$ cat src/hdl/frwh_pkg.sv
// ----------------------------------------------------------------------------
// frwh_pkg
// Shared types and constants for the regression forest core.
// ----------------------------------------------------------------------------
package frwh_pkg;

   localparam int MAX_TREES   = 64;
   localparam int MAX_NODES   = 256;
   localparam int MAX_TAPS    = 8;
   localparam int MAX_SPACING = 16;
   localparam int MAX_DEPTH   = 32;
   localparam int HIST_LEN    = MAX_TAPS * MAX_SPACING;
   localparam int NUM_FEATS   = 3 * MAX_TAPS;

   localparam int TREE_W  = $clog2(MAX_TREES);
   localparam int NODE_W  = $clog2(MAX_NODES);
   localparam int HADDR_W = $clog2(HIST_LEN);
   localparam int FEAT_W  = 5;
   localparam int DATA_W  = 32;
   localparam int SUM_W   = DATA_W + TREE_W;
   localparam int DIVC_W  = $clog2(SUM_W);
   localparam int STEP_W  = $clog2(MAX_DEPTH + 1);

   typedef enum logic [1:0] {
      CMD_LOAD    = 2'd0,
      CMD_PUSH    = 2'd1,
      CMD_PREDICT = 2'd2,
      CMD_NONE    = 2'd3
   } cmd_type;

   typedef enum logic [2:0] {
      REG_FORCE_TAPS = 3'd0,
      REG_VEL_TAPS   = 3'd1,
      REG_PRED_TAPS  = 3'd2,
      REG_SPACING    = 3'd3,
      REG_TREES      = 3'd4,
      REG_NOISE      = 3'd5
   } reg_index_type;

   typedef struct packed {
      logic [3:0] force_taps;
      logic [3:0] vel_taps;
      logic [3:0] pred_taps;
      logic [4:0] spacing;
      logic [6:0] trees;
      logic       noise_on;
   } cfg_type;

   typedef struct packed {
      cmd_type            cmd;
      logic [TREE_W-1:0]  tree;
      logic [NODE_W-1:0]  node;
      logic [NODE_W-1:0]  left;
      logic [NODE_W-1:0]  right;
      logic [FEAT_W-1:0]  feat;
      logic               leaf;
      logic [DATA_W-1:0]  value;
      logic [DATA_W-1:0]  force_s;
      logic [DATA_W-1:0]  vel_s;
      logic [DATA_W-1:0]  noise_s;
   } item_type;

   typedef struct packed {
      logic [NODE_W-1:0] left;
      logic [NODE_W-1:0] right;
      logic [FEAT_W-1:0] feat;
      logic              leaf;
      logic [DATA_W-1:0] value;
   } node_type;

   typedef enum logic [2:0] {
      ST_IDLE,
      ST_GATHER_RD,
      ST_GATHER_WR,
      ST_WALK_RD,
      ST_WALK_EV,
      ST_DIVIDE,
      ST_FINISH
   } state_type;

endpackage

$ cat src/hdl/frwh_front.sv
// ----------------------------------------------------------------------------
// frwh_front
// Request intake: classify commands, drop CMD_NONE ones, two-entry queue.
// ----------------------------------------------------------------------------
module frwh_front
   import frwh_pkg::*;
(
   input  logic     clock,
   input  logic     reset,
   input  logic     in_valid,
   output logic     in_ready,
   input  item_type in_item,
   output logic     q_valid,
   input  logic     q_pop,
   output item_type q_item
);

   item_type   slot_ff [2];
   logic       wp_ff, wp_in, rp_ff, rp_in;
   logic [1:0] cnt_ff, cnt_in;
   logic       push;

   assign in_ready = (cnt_ff != 2'd2);
   assign push     = in_valid && in_ready && (in_item.cmd != CMD_NONE);
   assign q_valid  = (cnt_ff != 2'd0);
   assign q_item   = slot_ff[rp_ff];

   always_comb begin
      wp_in  = wp_ff ^ push;
      rp_in  = rp_ff ^ q_pop;
      cnt_in = cnt_ff + {1'b0, push} - {1'b0, q_pop};
   end

   always_ff @(posedge clock) begin
      if (reset) begin
         wp_ff  <= 1'b0;
         rp_ff  <= 1'b0;
         cnt_ff <= 2'd0;
      end else begin
         wp_ff  <= wp_in;
         rp_ff  <= rp_in;
         cnt_ff <= cnt_in;
      end
   end

   always_ff @(posedge clock) begin
      if (push) begin
         slot_ff[wp_ff] <= in_item;
      end
   end

endmodule

$ cat config.mk
export PLATFORM = sky130hd
export DESIGN_NAME = frwh_front
export DESIGN_NICKNAME = d
export VERILOG_FILES = /design/src/hdl/frwh_pkg.sv /design/src/hdl/frwh_front.sv
export SDC_FILE = /design/constraint.sdc
export NUM_CORES = 1
export LEC_CHECK = 0
export BUFFER_PORTS_ARGS = -buffer_cell sky130_fd_sc_hd__buf_4
export CAP_MARGIN = 20
export CELL_PAD_IN_SITES_DETAIL_PLACEMENT = 2
export CELL_PAD_IN_SITES_GLOBAL_PLACEMENT = 2
export CORE_ASPECT_RATIO = 1.2
export CORE_MARGIN = 1.5
export CORE_UTILIZATION = 35
export CTS_BUF_LIST = sky130_fd_sc_hd__clkbuf_16
export DETAILED_ROUTE_END_ITERATION = 8
export GPL_ROUTABILITY_DRIVEN = 0
export PLACE_DENSITY = 0.83
export SLEW_MARGIN = 40
export SYNTH_ARGS = -nofsm -noshare
export SYNTH_HDL_FRONTEND = slang
export SYNTH_SLANG_ARGS = --single-unit
$ cat constraint.sdc
create_clock -name clock -period 4.99 [get_ports clock]
set_input_delay 0.2495 -clock clock [delete_from_list [all_inputs] [get_ports clock]]
set_output_delay 0.2495 -clock clock [all_outputs]
set_load 0.005 [all_outputs]
* Word level (Yosys, flattened, before mapping)
Memory sizes are Yosys's and may differ from the RTL's. A register that Yosys moved wholly into a read port is not among the register bits. Index checks and enable logic that the tools add are counted.
Word-level totals: flip-flop bits (word level) 4, bits in writable memories 332, bits of input ports 170, output and inout port bits 168, memories 1
Cells by class: $add $sub $neg 2, equality and inequality tests 2, muxes and demuxes 3, bitwise logic cells 2, reduce and logical (&&, ||, !) cells 3
Memories:
- slot_ff | words 2, width 166, rd ports 1, clocked after memory_dff 1, write ports 1, RTL line frwh_front.sv:18 | item_type slot_ff [2];
Operator list (number):
- inequality test 2 bit, second input constant | 2
- 2-to-1 mux 1 bit | 3
- adder 2 x 1 -> 2 bit | 1
- logical AND 1 bit | 2
- nonzero test 2 bit | 1
- subtractor 2 x 1 -> 2 bit | 1
- bitwise XOR 1 bit | 2

* Depth between registers and ports, before layout
Gate-level depths: netlist of run 1.
depth after elaboration 5, mapped depth 7, mapped depth without buffers 7

* Least setup slack after synthesis of run 1
OpenSTA, ideal clock, no wires.
path kind register to register, start register cnt_ff[0], end memory slot_ff[0][0] (netlist bit) (enable), setup time 547 ps, arrival 4539 ps, path slack -96 ps, stages on the path, launching flop included 4, buffers on the path 0, path through dfxtp_1 > nand2b_1 > and3_1 > ha_1
On the way: cells in the longest elaborated chain, start to end 5
RTL lines:
- from (decl) | RTL line frwh_front.sv:20 | logic [1:0] cnt_ff, cnt_in;
- from (signal assigned) | RTL line frwh_front.sv:42 | cnt_ff <= cnt_in;
- inequality test 2 bit | RTL line frwh_front.sv:23 | assign in_ready = (cnt_ff != 2'd2);
- net in_ready | RTL line frwh_front.sv:11 | output logic in_ready,
- logical AND 1 bit (2 in a row) | RTL line frwh_front.sv:24 | assign push = in_valid && in_ready && (in_item.cmd != CMD_NONE);
- 2-to-1 mux 1 bit | RTL line frwh_front.sv:47 | if (push) begin
- 2-to-1 mux 1 bit (implied by the code) | RTL line frwh_front.sv:48 | slot_ff[wp_ff] <= in_item;
- to (decl) | RTL line frwh_front.sv:18
The timed path passes the listed nets, and every way through them passes these cells.

==> results.md, run 1 <==
- The path type of the worst min-delay path is in -> reg.
- The slowest stage of the critical path is the sky130_fd_sc_hd__dfxtp_4 cell.
- Based on the critical path, the design can be clocked at up to 360 MHz.
- The number of flip-flops and latches in the synthesized netlist is 336.
- In the finished design, the share of the clock period the worst path needs comes to 55.6%.
- The cell count of the worst hold path is 3.
- The remaining global-route overflow is 0.
- The per-cell routed wire length is roughly 24 microns.
- The detailed router finished its first iteration with around 250 violations.
- The number of enable-type register cells in the synthesized netlist is 332.
- The number of routed nets with antenna violations is 0.
- The post-synthesis cell count is 540.
- The number of antenna violations at the first check in global routing came to 1.
- At the end of the flow, the number of nets in the layout was 1245.
- The mapped cell area is around 13000 sq um.
- The sort of element at the end of the critical path is a primary output.
- The number of buffers created by CTS is 37.
- The synthesis warning total is 0.
- The area growth from synthesis to final layout is 45.7%.
- The worst path arrival time is 2530 ps.
- The TritonCTS clock tree is done.
- A synthesized cell averages between 20 and 25 sq um.
- The storage element area is 10100 sq um.
- Of the synthesized area, sequential elements account for 78.9%.
- The analysis attributes to cell leakage a power of 7.20 nW.
- The multi-input combinational cells in the finished layout cover a total of ~2500 sq um.
- For this design the top-level I/O count stands at between 300 and 400.
- Detailed placement ended at an HPWL of between 20000 and 25000 microns.
- The post-layout minimum cycle time is around 2800 ps.
- The flow ran to the end, and the final reports show no timing, DRC or antenna violations.
- The cell with the most instances on the worst path is sky130_fd_sc_hd__buf_4.
- The number of remaining DRC errors is 0.
- The worst endpoint required time is between 4000 and 5000 ps.
- The count of clock tree sinks is 336.
- The number of global-route vias before repair is roughly 8400.
- In this run the core area contains 76 standard-cell rows.
- During placement, the flow inserted port buffers numbering ~340.
- The first detailed-routing pass ran for 4 iterations.
- The number of nets in the synthesized netlist is 712.
- The utilization after layout is 51.7%.
- The biggest area contributor in the post-synthesis netlist is sky130_fd_sc_hd__edfxtp_1.
- The worst reg2reg path depth is 5.
- The maximum fanout encountered on the critical timing path is 30.
- The initial utilization of the core area, before any placement, comes to 35.5%.
- The worst clock skew is 19.6 ps.
- The largest incremental delay on the critical path is 590 ps.
- The total power divided by cell area is a little under 400 nW/um^2.
- The width of the chip is 177 microns.
- The buffers inserted during post-CTS setup optimization is 0.
- After synthesis, the share of flip-flops with an asynchronous set or reset is 0%.
- The final hold violation count is 0.
- For this block, the via count after detailed routing is 7168.
- The portion of synthesized cell area occupied by the leading cell type is approximately four fifths.
- The maximum buffer depth of the clock tree is 3.
- Clock tree synthesis selected as its root buffer the cell sky130_fd_sc_hd__clkbuf_16.
- The fill cell instance count of the final layout is around 3100.
- The mean number of vias per cell is 4.58.
- In the final timing run, aggregate negative setup slack is 0 ps.
- After synthesis, the cell types taking the most area are sky130_fd_sc_hd__edfxtp_1 (78%), sky130_fd_sc_hd__mux2_4 (15%), sky130_fd_sc_hd__mux2_2 (3.3%).
- The number of buffers inserted for hold repair after clock tree synthesis is 167.
- The setup path with the least slack is of type reg -> out.
- Setup repair after global routing left no endpoint under its margin.
- Traced cell by cell, the critical path runs through buf_12, buf_4, mux2_4, buf_4.
- The total routed wirelength is approximately 38000 microns.
- The count of different cell masters after synthesis is 17.
- Post-CTS repair changed the size of 0 cells.
- Yosys instantiated no cell more often than sky130_fd_sc_hd__edfxtp_1.
- The critical path launch point type is a flop.
- In this run the tightest slew margin relative to its limit is about 51%.
- The most used flip-flop cell after synthesis is sky130_fd_sc_hd__edfxtp_1.
- The proportion of layout cells with a drive suffix above 1 is 51.5%.
- The first global-routing pass estimated 54500 microns of wire.
- The max-cap check violation count is 0.
- The clock network latency to the later pin of the worst-skew pair is 530 ps.
- The total setup violations reported at the end of the flow is 0.
- The largest net degree at the start of global routing is 92.
- By count the netlist is led by sky130_fd_sc_hd__edfxtp_1 (332), sky130_fd_sc_hd__mux2_4 (130), sky130_fd_sc_hd__mux2_2 (37).
- The placeable core area is 35800 sq um.
- The number of pins with negative max-slew slack in the final report was 0.
- Clock-pin slew was measured on the worst setup and hold paths at 60 ps.
- The maximum vdd drop is 0.296 mV.
- The H-tree depth is 2.
- At the pin with the least slew margin, the transition time is 737 ps.
- The overall fraction of global-route tracks in use is 20.2%.
- The floorplan step set the die height to 212 microns.
- The floorplan step defined a die boundary enclosing 37500 sq um.
## per-stage QoR
stage               setup slack [ps]  instance area [sq um]  cells  power (W)  hold slack, ps
global route                    2130                  18600   1564    0.00757            78.6
CTS                             2200                  18500   1562    0.00731            27.3
floorplan                       1710                  12700    540    0.00411             316
finish                          2210                  18600   1564    0.00731            70.7
global placement                2530                  15800   1332    0.00464             435
detailed placement              2480                  15800   1334    0.00472             438
## cell families after synthesis
| kind of cell | after synthesis | share of synthesized area (%) |
|---|---|---|
| adder cells (fa/ha/maj) | 2 | 0.197 |
| AND/OR/NAND/NOR | 10 | 0.413 |
| XOR/XNOR | 3 | 0.206 |
| AO/OA/AOI/OAI | 1 | 0.0492 |
| flip-flops | 336 | 78.9 |
| multiplexers | 167 | 18.6 |
| buffers and inverters | 21 | 1.59 |
## power breakdown
part	total, W	internal [W]	switching [W]
Sequential	0.00353	0.00343	0.000101
Combinational	0.00128	0.000726	0.000557
Clock	0.00250	0.00139	0.00110
## layout by cell type (no fill, tap or decap)
| cell | n |
|---|---|
| sky130_fd_sc_hd__a31oi_1 | 1 |
| sky130_fd_sc_hd__and2_4 | 1 |
| sky130_fd_sc_hd__and3_1 | 1 |
| sky130_fd_sc_hd__buf_12 | 6 |
| sky130_fd_sc_hd__buf_4 | 340 |
| sky130_fd_sc_hd__bufinv_16 | 1 |
| sky130_fd_sc_hd__clkbuf_16 | 37 |
| sky130_fd_sc_hd__clkinv_1 | 7 |
| sky130_fd_sc_hd__clkinv_2 | 6 |
| sky130_fd_sc_hd__clkinvlp_4 | 1 |
| sky130_fd_sc_hd__dfxtp_1 | 3 |
| sky130_fd_sc_hd__dfxtp_4 | 1 |
| sky130_fd_sc_hd__diode_2 | 1 |
| sky130_fd_sc_hd__dlygate4sd3_1 | 167 |
| sky130_fd_sc_hd__edfxtp_1 | 332 |
| sky130_fd_sc_hd__ha_1 | 1 |
| sky130_fd_sc_hd__ha_4 | 1 |
| sky130_fd_sc_hd__inv_1 | 9 |
| sky130_fd_sc_hd__inv_6 | 2 |
| sky130_fd_sc_hd__mux2_2 | 37 |
| sky130_fd_sc_hd__mux2_4 | 130 |
| sky130_fd_sc_hd__nand2_1 | 1 |
| sky130_fd_sc_hd__nand2b_1 | 1 |
| sky130_fd_sc_hd__nor2_1 | 3 |
| sky130_fd_sc_hd__nor2b_1 | 2 |
| sky130_fd_sc_hd__or2_2 | 1 |
| sky130_fd_sc_hd__xnor2_1 | 3 |
## flip-flops by register name, indices dropped and copies added, names as in the netlist
name,flops
slot_ff,332
cnt_ff,2
rp_ff,1
wp_ff,1
## metal layers
layer	GRT usage [%]	vias to the layer above	share of wire, %
met5	0	-	0
met3	4.02	75	4.7
li1	-	3209	-
met1	19.5	3643	34
met4	8.24	0	3.6
met2	40.6	241	58
## cell type report
type                       instances  area share (%)
timing repair buffer             513            23.4
inverter                           2          0.0405
tap                              468            3.16
sequential                       336            54.2
clock buffer                      37            4.99
antenna                            1          0.0135
multi-input combinational        183            13.4
clock inverter                    24           0.742
## worst paths after layout
path,endpoint,slack (ps),from
max,q_item[44],2210,rp_ff$_SDFF_PP0_
min,rp_ff$_SDFF_PP0_,70,q_pop
max reg2reg,slot_ff[0][26]$_DFFE_PP_,2640,cnt_ff[0]$_SDFF_PP0_
min reg2reg,wp_ff$_SDFF_PP0_,600,wp_ff$_SDFF_PP0_
## worst max-delay path, delay by kind of cell, from the launching register on
family | cells | cell delay (ps)
buf+inv | 3 | 990
flops | 1 | 590
mux | 1 | 370
No activity file was read; power rests on OpenSTA's default activity.
==> inputs of run 2 (changes only) <==
==> constraint.sdc (replaced) <==
create_clock -name clock -period 2.3 [get_ports clock]
set_input_delay 0.115 -clock clock [delete_from_list [all_inputs] [get_ports clock]]
set_output_delay 0.115 -clock clock [all_outputs]
set_load 0.005 [all_outputs]
==> results.md, run 2 (same netlist as run 1, synthesis figures left out) <==
- The largest register by flop count is slot_ff.
- The violation count after the first detailed-route iteration is 223 (-9.0%).
- For this design, the slowest cell found on the critical path is sky130_fd_sc_hd__dfxtp_4.
- The count of clock tree sinks is 336 (unchanged).
- The setup total negative slack is 0 ps (unchanged).
- The proportion of layout cells with a drive suffix above 1 is 52.0% (+0.47 points).
- The cell at the root of the clock tree is sky130_fd_sc_hd__clkbuf_16.
- The fill cell instance count of the final layout was 3123 (-0.83%).
- The worst clock skew is 19.7 ps (+0.0972 ps).
- The worst endpoint required time is 2180 ps (-2560 ps).
- The post-layout minimum cycle time is 2160 ps.
- The area of the die is 37500 sq um (unchanged).
- The mean number of vias per cell is 4.59 (about the same).
- The width of the chip is 177 microns (unchanged).
- The per-cell routed wire length was 25.3 microns (+3.6%).
- The die span in y is 212 microns (unchanged).
- The number of routed nets with antenna violations is 0 (unchanged).
- The storage element area is 10100 sq um (about the same).
- The worst slew margin relative to its limit is 69.7% (+19 points).
- STA classifies the critical path startpoint as a flop.
- The global-route wire length before repair was 56400 microns (+3.5%).
- The number of placed cells counting well taps came to 1351 (+1.3%).
- The clock network latency to the later pin of the worst-skew pair is 530 ps (about the same).
- The maximum fanout encountered on the critical timing path is 22 (-27%).
- The number of remaining DRC errors was 0 (unchanged).
- The half-perimeter wire length after detailed placement came to 23900 microns (+7.5%).
- STA classifies the critical path endpoint as a primary output.
- The worst path arrival time is 2050 ps (-480 ps).
- The H-tree depth is 2 (unchanged).
- The overall fraction of global-route tracks in use is 21.1% (+0.93 points).
- The via total after detailed routing is 7262 (+1.3%).
- The TritonCTS clock tree is done.
- The effective utilization at floorplan came to 35.5% (unchanged).
- The number of antenna violations at the first check in global routing came to 4 (+3).
- The number of pins with negative max-slew slack in the final report is 0 (unchanged).
- The maximum vdd drop was 0.587 mV (+98%).
- For this run, the top clock speed supported by timing is 463 MHz.
- The largest incremental delay on the critical path is 540 ps (-50 ps).
- The slew at the pin closest to its max-slew limit came to 454 ps (-283 ps).
- The cell with the most instances on the worst path is sky130_fd_sc_hd__buf_4.
- The number of top-level pins is 338 (unchanged).
- In this run the worst hold path is classified as in -> reg.
- The clock-pin slew on the worst setup and hold paths is 70 ps (about the same).
- The detailed-routing iteration count for the pre-antenna-repair pass is 4 (unchanged).
- The final hold violation count was 0 (unchanged).
- The post-cts repair resize count is 0 (unchanged).
- The number of flip-flops in the largest register is 332 (unchanged).
- The run finished with clean final reports.
- The worst setup path is of the reg -> out kind.
- The leakage power was 7.32 nW (+1.6%).
- The quantity of I/O buffers inserted on ports is 337 (unchanged).
- The leading cell type in the layout, fill and taps excluded is sky130_fd_sc_hd__buf_4.
- The total buffers and inverters traversed by the critical path is 2 (-1).
- In the finished design, the share of the clock period the worst path needs comes to 93.9%.
- Traced cell by cell, the critical path runs through buf_4, mux2_2, buf_4.
- The number of global-route vias before repair is 8483 (+0.72%).
- In the final layout, the registers with the most flip-flops are slot_ff x332, cnt_ff x2.
- The total power divided by cell area is 850 nW/um^2 (+120%).
- The area growth from synthesis to final layout is 47.5%.
- The total setup violations reported at the end of the flow is 0 (unchanged).
- The max-cap check violation count was 0 (unchanged).
- The category of cells accounting for the largest share of critical-path delay is buffers and inverters.
- The remaining global-route overflow is 0 (unchanged).
- The number of rows created at floorplan is 76 (unchanged).
- Leaving out fill and tap cells, the most frequent cells in the layout are sky130_fd_sc_hd__buf_4 (349), sky130_fd_sc_hd__edfxtp_1 (332), sky130_fd_sc_hd__dlygate4sd3_1 (169).
- The maximum buffer depth of the clock tree is 3 (unchanged).
- The number of nets in the layout came to 1262 (+1.4%).
- The largest net degree at the start of global routing is 65 (-29%).
- The filler-free cell count of the finished design is 1583 (+1.2%).
- The placeable core area came to 35800 sq um (unchanged).
- Setup repair after global routing left no endpoint under its margin.
- The total routed wirelength is 40100 microns (+4.8%).
- The number of buffers created by CTS is 36 (-2.7%).
- The multi-input gate area in the final layout was 2510 sq um (+0.50%).
## run 2: cell count changes in the layout (fill, tap and decap cells not counted), sizes merged
cell         before  now
diode             1    3
buf             346  362
clkinvlp          1    0
dlygate4sd3     167  169
## run 2: report_power, final
group          internal, W  switching (W)  leakage, nW
clock network      0.00300        0.00239        0.548
logic              0.00165        0.00125         3.67
registers          0.00744       0.000227         3.10
total               0.0121        0.00387         7.32
## run 2: area by class of cell
cell class                 count  share of cell area, %
tap                          468                   3.12
timing repair buffer         531                   24.3
clock inverter                23                  0.626
multi-input combinational    183                   13.3
antenna                        3                 0.0400
clock buffer                  37                   4.93
sequential                   336                   53.5
inverter                       2                 0.0400
## run 2: per-layer routing
metal	track usage, %	share of wire, %	vias up
li1	-	-	3256
met1	19.8	32	3644
met2	42.2	58	273
met3	5.14	5.5	89
met4	9.32	4.3	0
met5	0	0	-
## run 2: final timing paths
check | start | to | slack, ps | cells after the start
setup / recovery | rp_ff$_SDFF_PP0_ | q_item[0] | 140 | 3
hold / removal | in_item[35] | slot_ff[1][35]$_DFFE_PP_ | 330 | 2
setup reg to reg | cnt_ff[0]$_SDFF_PP0_ | slot_ff[0][147]$_DFFE_PP_ | 520 | 4
hold reg to reg | wp_ff$_SDFF_PP0_ | wp_ff$_SDFF_PP0_ | 610 | 3
## run 2: metrics by stage
step | worst slack, ps | power (W) | cell area (sq um) | hold slack (ps) | util, %
CTS | 89.3 | 0.0160 | 18800 | 287 | 52.4
finish | 140 | 0.0160 | 18800 | 326 | 52.4
global route | 66.3 | 0.0165 | 18800 | 312 | 52.4
detailed placement | 549 | 0.0104 | 16000 | 303 | 44.7
floorplan | 2.38 | 0.00892 | 12800 | 179 | -
global placement | 637 | 0.0102 | 16000 | 300 | 44.7
## run 2: what timing repair did
action,4_1_cts,5_1_grt
setup buffers,0,0
endpoints found under the hold margin,336,0
hold buffers,169,0
==> inputs of run 3 (changes only) <==
--- a/config.mk
+++ b/config.mk
@@ -15,6 +15,7 @@
 export CTS_BUF_LIST = sky130_fd_sc_hd__clkbuf_16
 export DETAILED_ROUTE_END_ITERATION = 8
 export GPL_ROUTABILITY_DRIVEN = 0
+export GPL_TIMING_DRIVEN = 0
 export PLACE_DENSITY = 0.83
 export SLEW_MARGIN = 40
 export SYNTH_ARGS = -nofsm -noshare
==> results.md, run 3 (same netlist as run 1, synthesis figures left out) <==
- The run finished with clean final reports.
- The final antenna diode count is 0 (-3).
- The number of buffers created by CTS is 36 (unchanged).
- The area of the die is 37500 sq um (unchanged).
- The critical path launch point type is a flop.
- The effective utilization at floorplan is 35.5% (unchanged).
- The slew at the pin closest to its max-slew limit came to 563 ps (+109 ps).
- The total setup violations reported at the end of the flow came to 0 (unchanged).
- The number of remaining DRC errors is 0 (unchanged).
- The path type of the worst min-delay path is in -> reg.
- The number of pins with negative max-slew slack in the final report came to 0 (unchanged).
- The maximum buffer depth of the clock tree is 3 (unchanged).
- The worst slew margin relative to its limit is 62.4% (-7.3 points).
- The upper clock frequency limit is 463 MHz (about the same).
- In the final layout, the registers with the most flip-flops are slot_ff x332, cnt_ff x2.
- The total power divided by cell area is 859 nW/um^2 (+1.0%).
- The tree is rooted in a sky130_fd_sc_hd__clkbuf_16.
- The remaining global-route overflow is 0 (unchanged).
- The library cells used most frequently in the layout, excluding fill and tap cells, are sky130_fd_sc_hd__buf_4 (337), sky130_fd_sc_hd__edfxtp_1 (332), sky130_fd_sc_hd__dlygate4sd3_1 (168).
- The half-perimeter wire length after detailed placement is 22600 microns (-5.6%).
- The per-cell routed wire length is 24.4 microns (-3.7%).
- The die span in y is 212 microns (unchanged).
- The leakage power is 7.34 nW (+0.23%).
- The overall fraction of global-route tracks in use is 20.5% (-0.65 points).
- The via total after detailed routing came to 7183 (-1.1%).
- TritonCTS built the clock tree.
- The area growth from synthesis to final layout is 47.9%.
- The worst path arrival time was 2360 ps (+310 ps).
- The number of routed nets with antenna violations is 0 (unchanged).
- The total routed wirelength was 38600 microns (-3.7%).
- The proportion of layout cells with a drive suffix above 1 is 52.2% (+0.27 points).
- The number of antenna violations at the first check in global routing was 0 (-4).
- The detailed-routing iteration count for the pre-antenna-repair pass was 4 (unchanged).
- The path type of the worst setup path is reg -> reg.
- The global-route wire length before repair is 55300 microns (-1.9%).
- The mean number of vias per cell is 4.54 (-1.0%).
- The largest net degree at the start of global routing is 41 (-37%).
- The post-layout minimum cycle time came to 2160 ps (-0.251 ps).
- The maximum vdd drop came to 0.542 mV (-7.8%).
- The max-cap check violation count is 0 (unchanged).
- The final worst-path cycle share is 93.9% (about the same).
- The number of rows created at floorplan is 76 (unchanged).
- The worst hold margin is 29.2 ps (-297 ps).
- The worst endpoint required time is 2500 ps (+320 ps).
- The maximum fanout encountered on the critical timing path is 39 (+77%).
- The register-to-register path setup slack is 140 ps (-380 ps).
- The post-detailed-placement cell area is 16000 sq um (about the same).
- The final hold violation count is 0 (unchanged).
- The number of nets in the layout is 1263 (+0.079%).
- The number of global-route vias before repair is 8445 (-0.45%).
- The post-cts repair resize count is 0 (unchanged).
- The violation count after the first detailed-route iteration came to 298 (+34%).
- The worst clock skew is 13.0 ps (-6.72 ps).
- Setup repair after global routing left no endpoint under its margin.
- The leading cell type in the layout, fill and taps excluded is sky130_fd_sc_hd__buf_4.
- The width of the chip is 177 microns (unchanged).
- The post-route standard cell area excluding fillers came to 18800 sq um (+0.25%).
- The number of flip-flops in the largest register was 332 (unchanged).
- The setup total negative slack came to 0 ps (unchanged).
- STA classifies the critical path endpoint as a flop.
- The placeable core area is 35800 sq um (unchanged).
- The quantity of I/O buffers inserted on ports came to 337 (unchanged).
- The buffers inserted during post-CTS setup optimization is 0 (unchanged).
- The fill cell instance count of the final layout is 3127 (+0.13%).
- The count of clock tree sinks is 336 (unchanged).
- The clock-pin slew on the worst setup and hold paths is 60 ps (about the same).
- The clock network latency to the later pin of the worst-skew pair was 520 ps (about the same).
- The H-tree depth is 2 (unchanged).
- The number of top-level pins came to 338 (unchanged).
- The register with the most flip-flops in the final layout is slot_ff.
-- run 3: final timing paths --
| kind | from | endpoint | cells after the start |
|---|---|---|---|
| min reg2reg | wp_ff$_SDFF_PP0_ | wp_ff$_SDFF_PP0_ | 3 |
| max | cnt_ff[0]$_SDFF_PP0_ | slot_ff[1][86]$_DFFE_PP_ | 5 |
| min | in_valid | cnt_ff[1]$_SDFF_PP0_ | 3 |
| max reg2reg | cnt_ff[0]$_SDFF_PP0_ | slot_ff[1][86]$_DFFE_PP_ | 5 |
-- run 3: final cells by class --
type / instances / area [sq um] / area share, %
Timing Repair Buffer: 513 / 4370 / 23.2
Sequential cell: 336 / 10100 / 53.4
Tap cell: 468 / 586 / 3.11
Multi-Input combinational cell: 183 / 2510 / 13.3
Clock inverter: 24 / 181 / 0.964
Buffer: 19 / 195 / 1.04
Inverter: 2 / 7.51 / 0.0399
Clock buffer: 37 / 926 / 4.92
-- run 3: worst max-delay path: stages, from the launching register on --
cell	delay [ps]
sky130_fd_sc_hd__dfxtp_2	350
sky130_fd_sc_hd__nand2b_4	130
sky130_fd_sc_hd__and3_4	210
sky130_fd_sc_hd__and2_4	500
sky130_fd_sc_hd__buf_12	310
sky130_fd_sc_hd__buf_12	270
-- run 3: power by group --
group / leakage (nW) / switching [W] / internal, W / total (W)
logic: 3.67 / 0.00125 / 0.00166 / 0.00291
registers: 3.10 / 0.000200 / 0.00744 / 0.00764
clock network: 0.562 / 0.00238 / 0.00324 / 0.00562
total: 7.34 / 0.00384 / 0.0123 / 0.0162
-- run 3: what timing repair did --
item | in CTS | in global routing
hold endpoints to repair | 336 | 0
hold buffers | 168 | 0
setup endpoints to repair | 0 | 0
-- run 3: metal layers --
| layer | GRT usage [%] | routed length [microns] | vias to the layer above |
|---|---|---|---|
| li1 | - | - | 3242 |
| met1 | 19.7 | 12800 | 3640 |
| met2 | 41.7 | 22700 | 243 |
| met3 | 4.78 | 2120 | 58 |
| met4 | 6.31 | 1020 | 0 |
| met5 | 0 | 0 | - |
-- run 3: metrics by stage --
step | setup WS (ps) | utilization (%) | std cells | power (W)
finish | 140 | 52.5 | 1582 | 0.0162
global route | 66.2 | 52.5 | 1582 | 0.0167
CTS | 131 | 52.5 | 1582 | 0.0162
detailed placement | 148 | 44.7 | 1353 | 0.0104
global placement | -710 | 44.3 | 1345 | 0.0102
floorplan | 2.38 | - | 540 | 0.00892
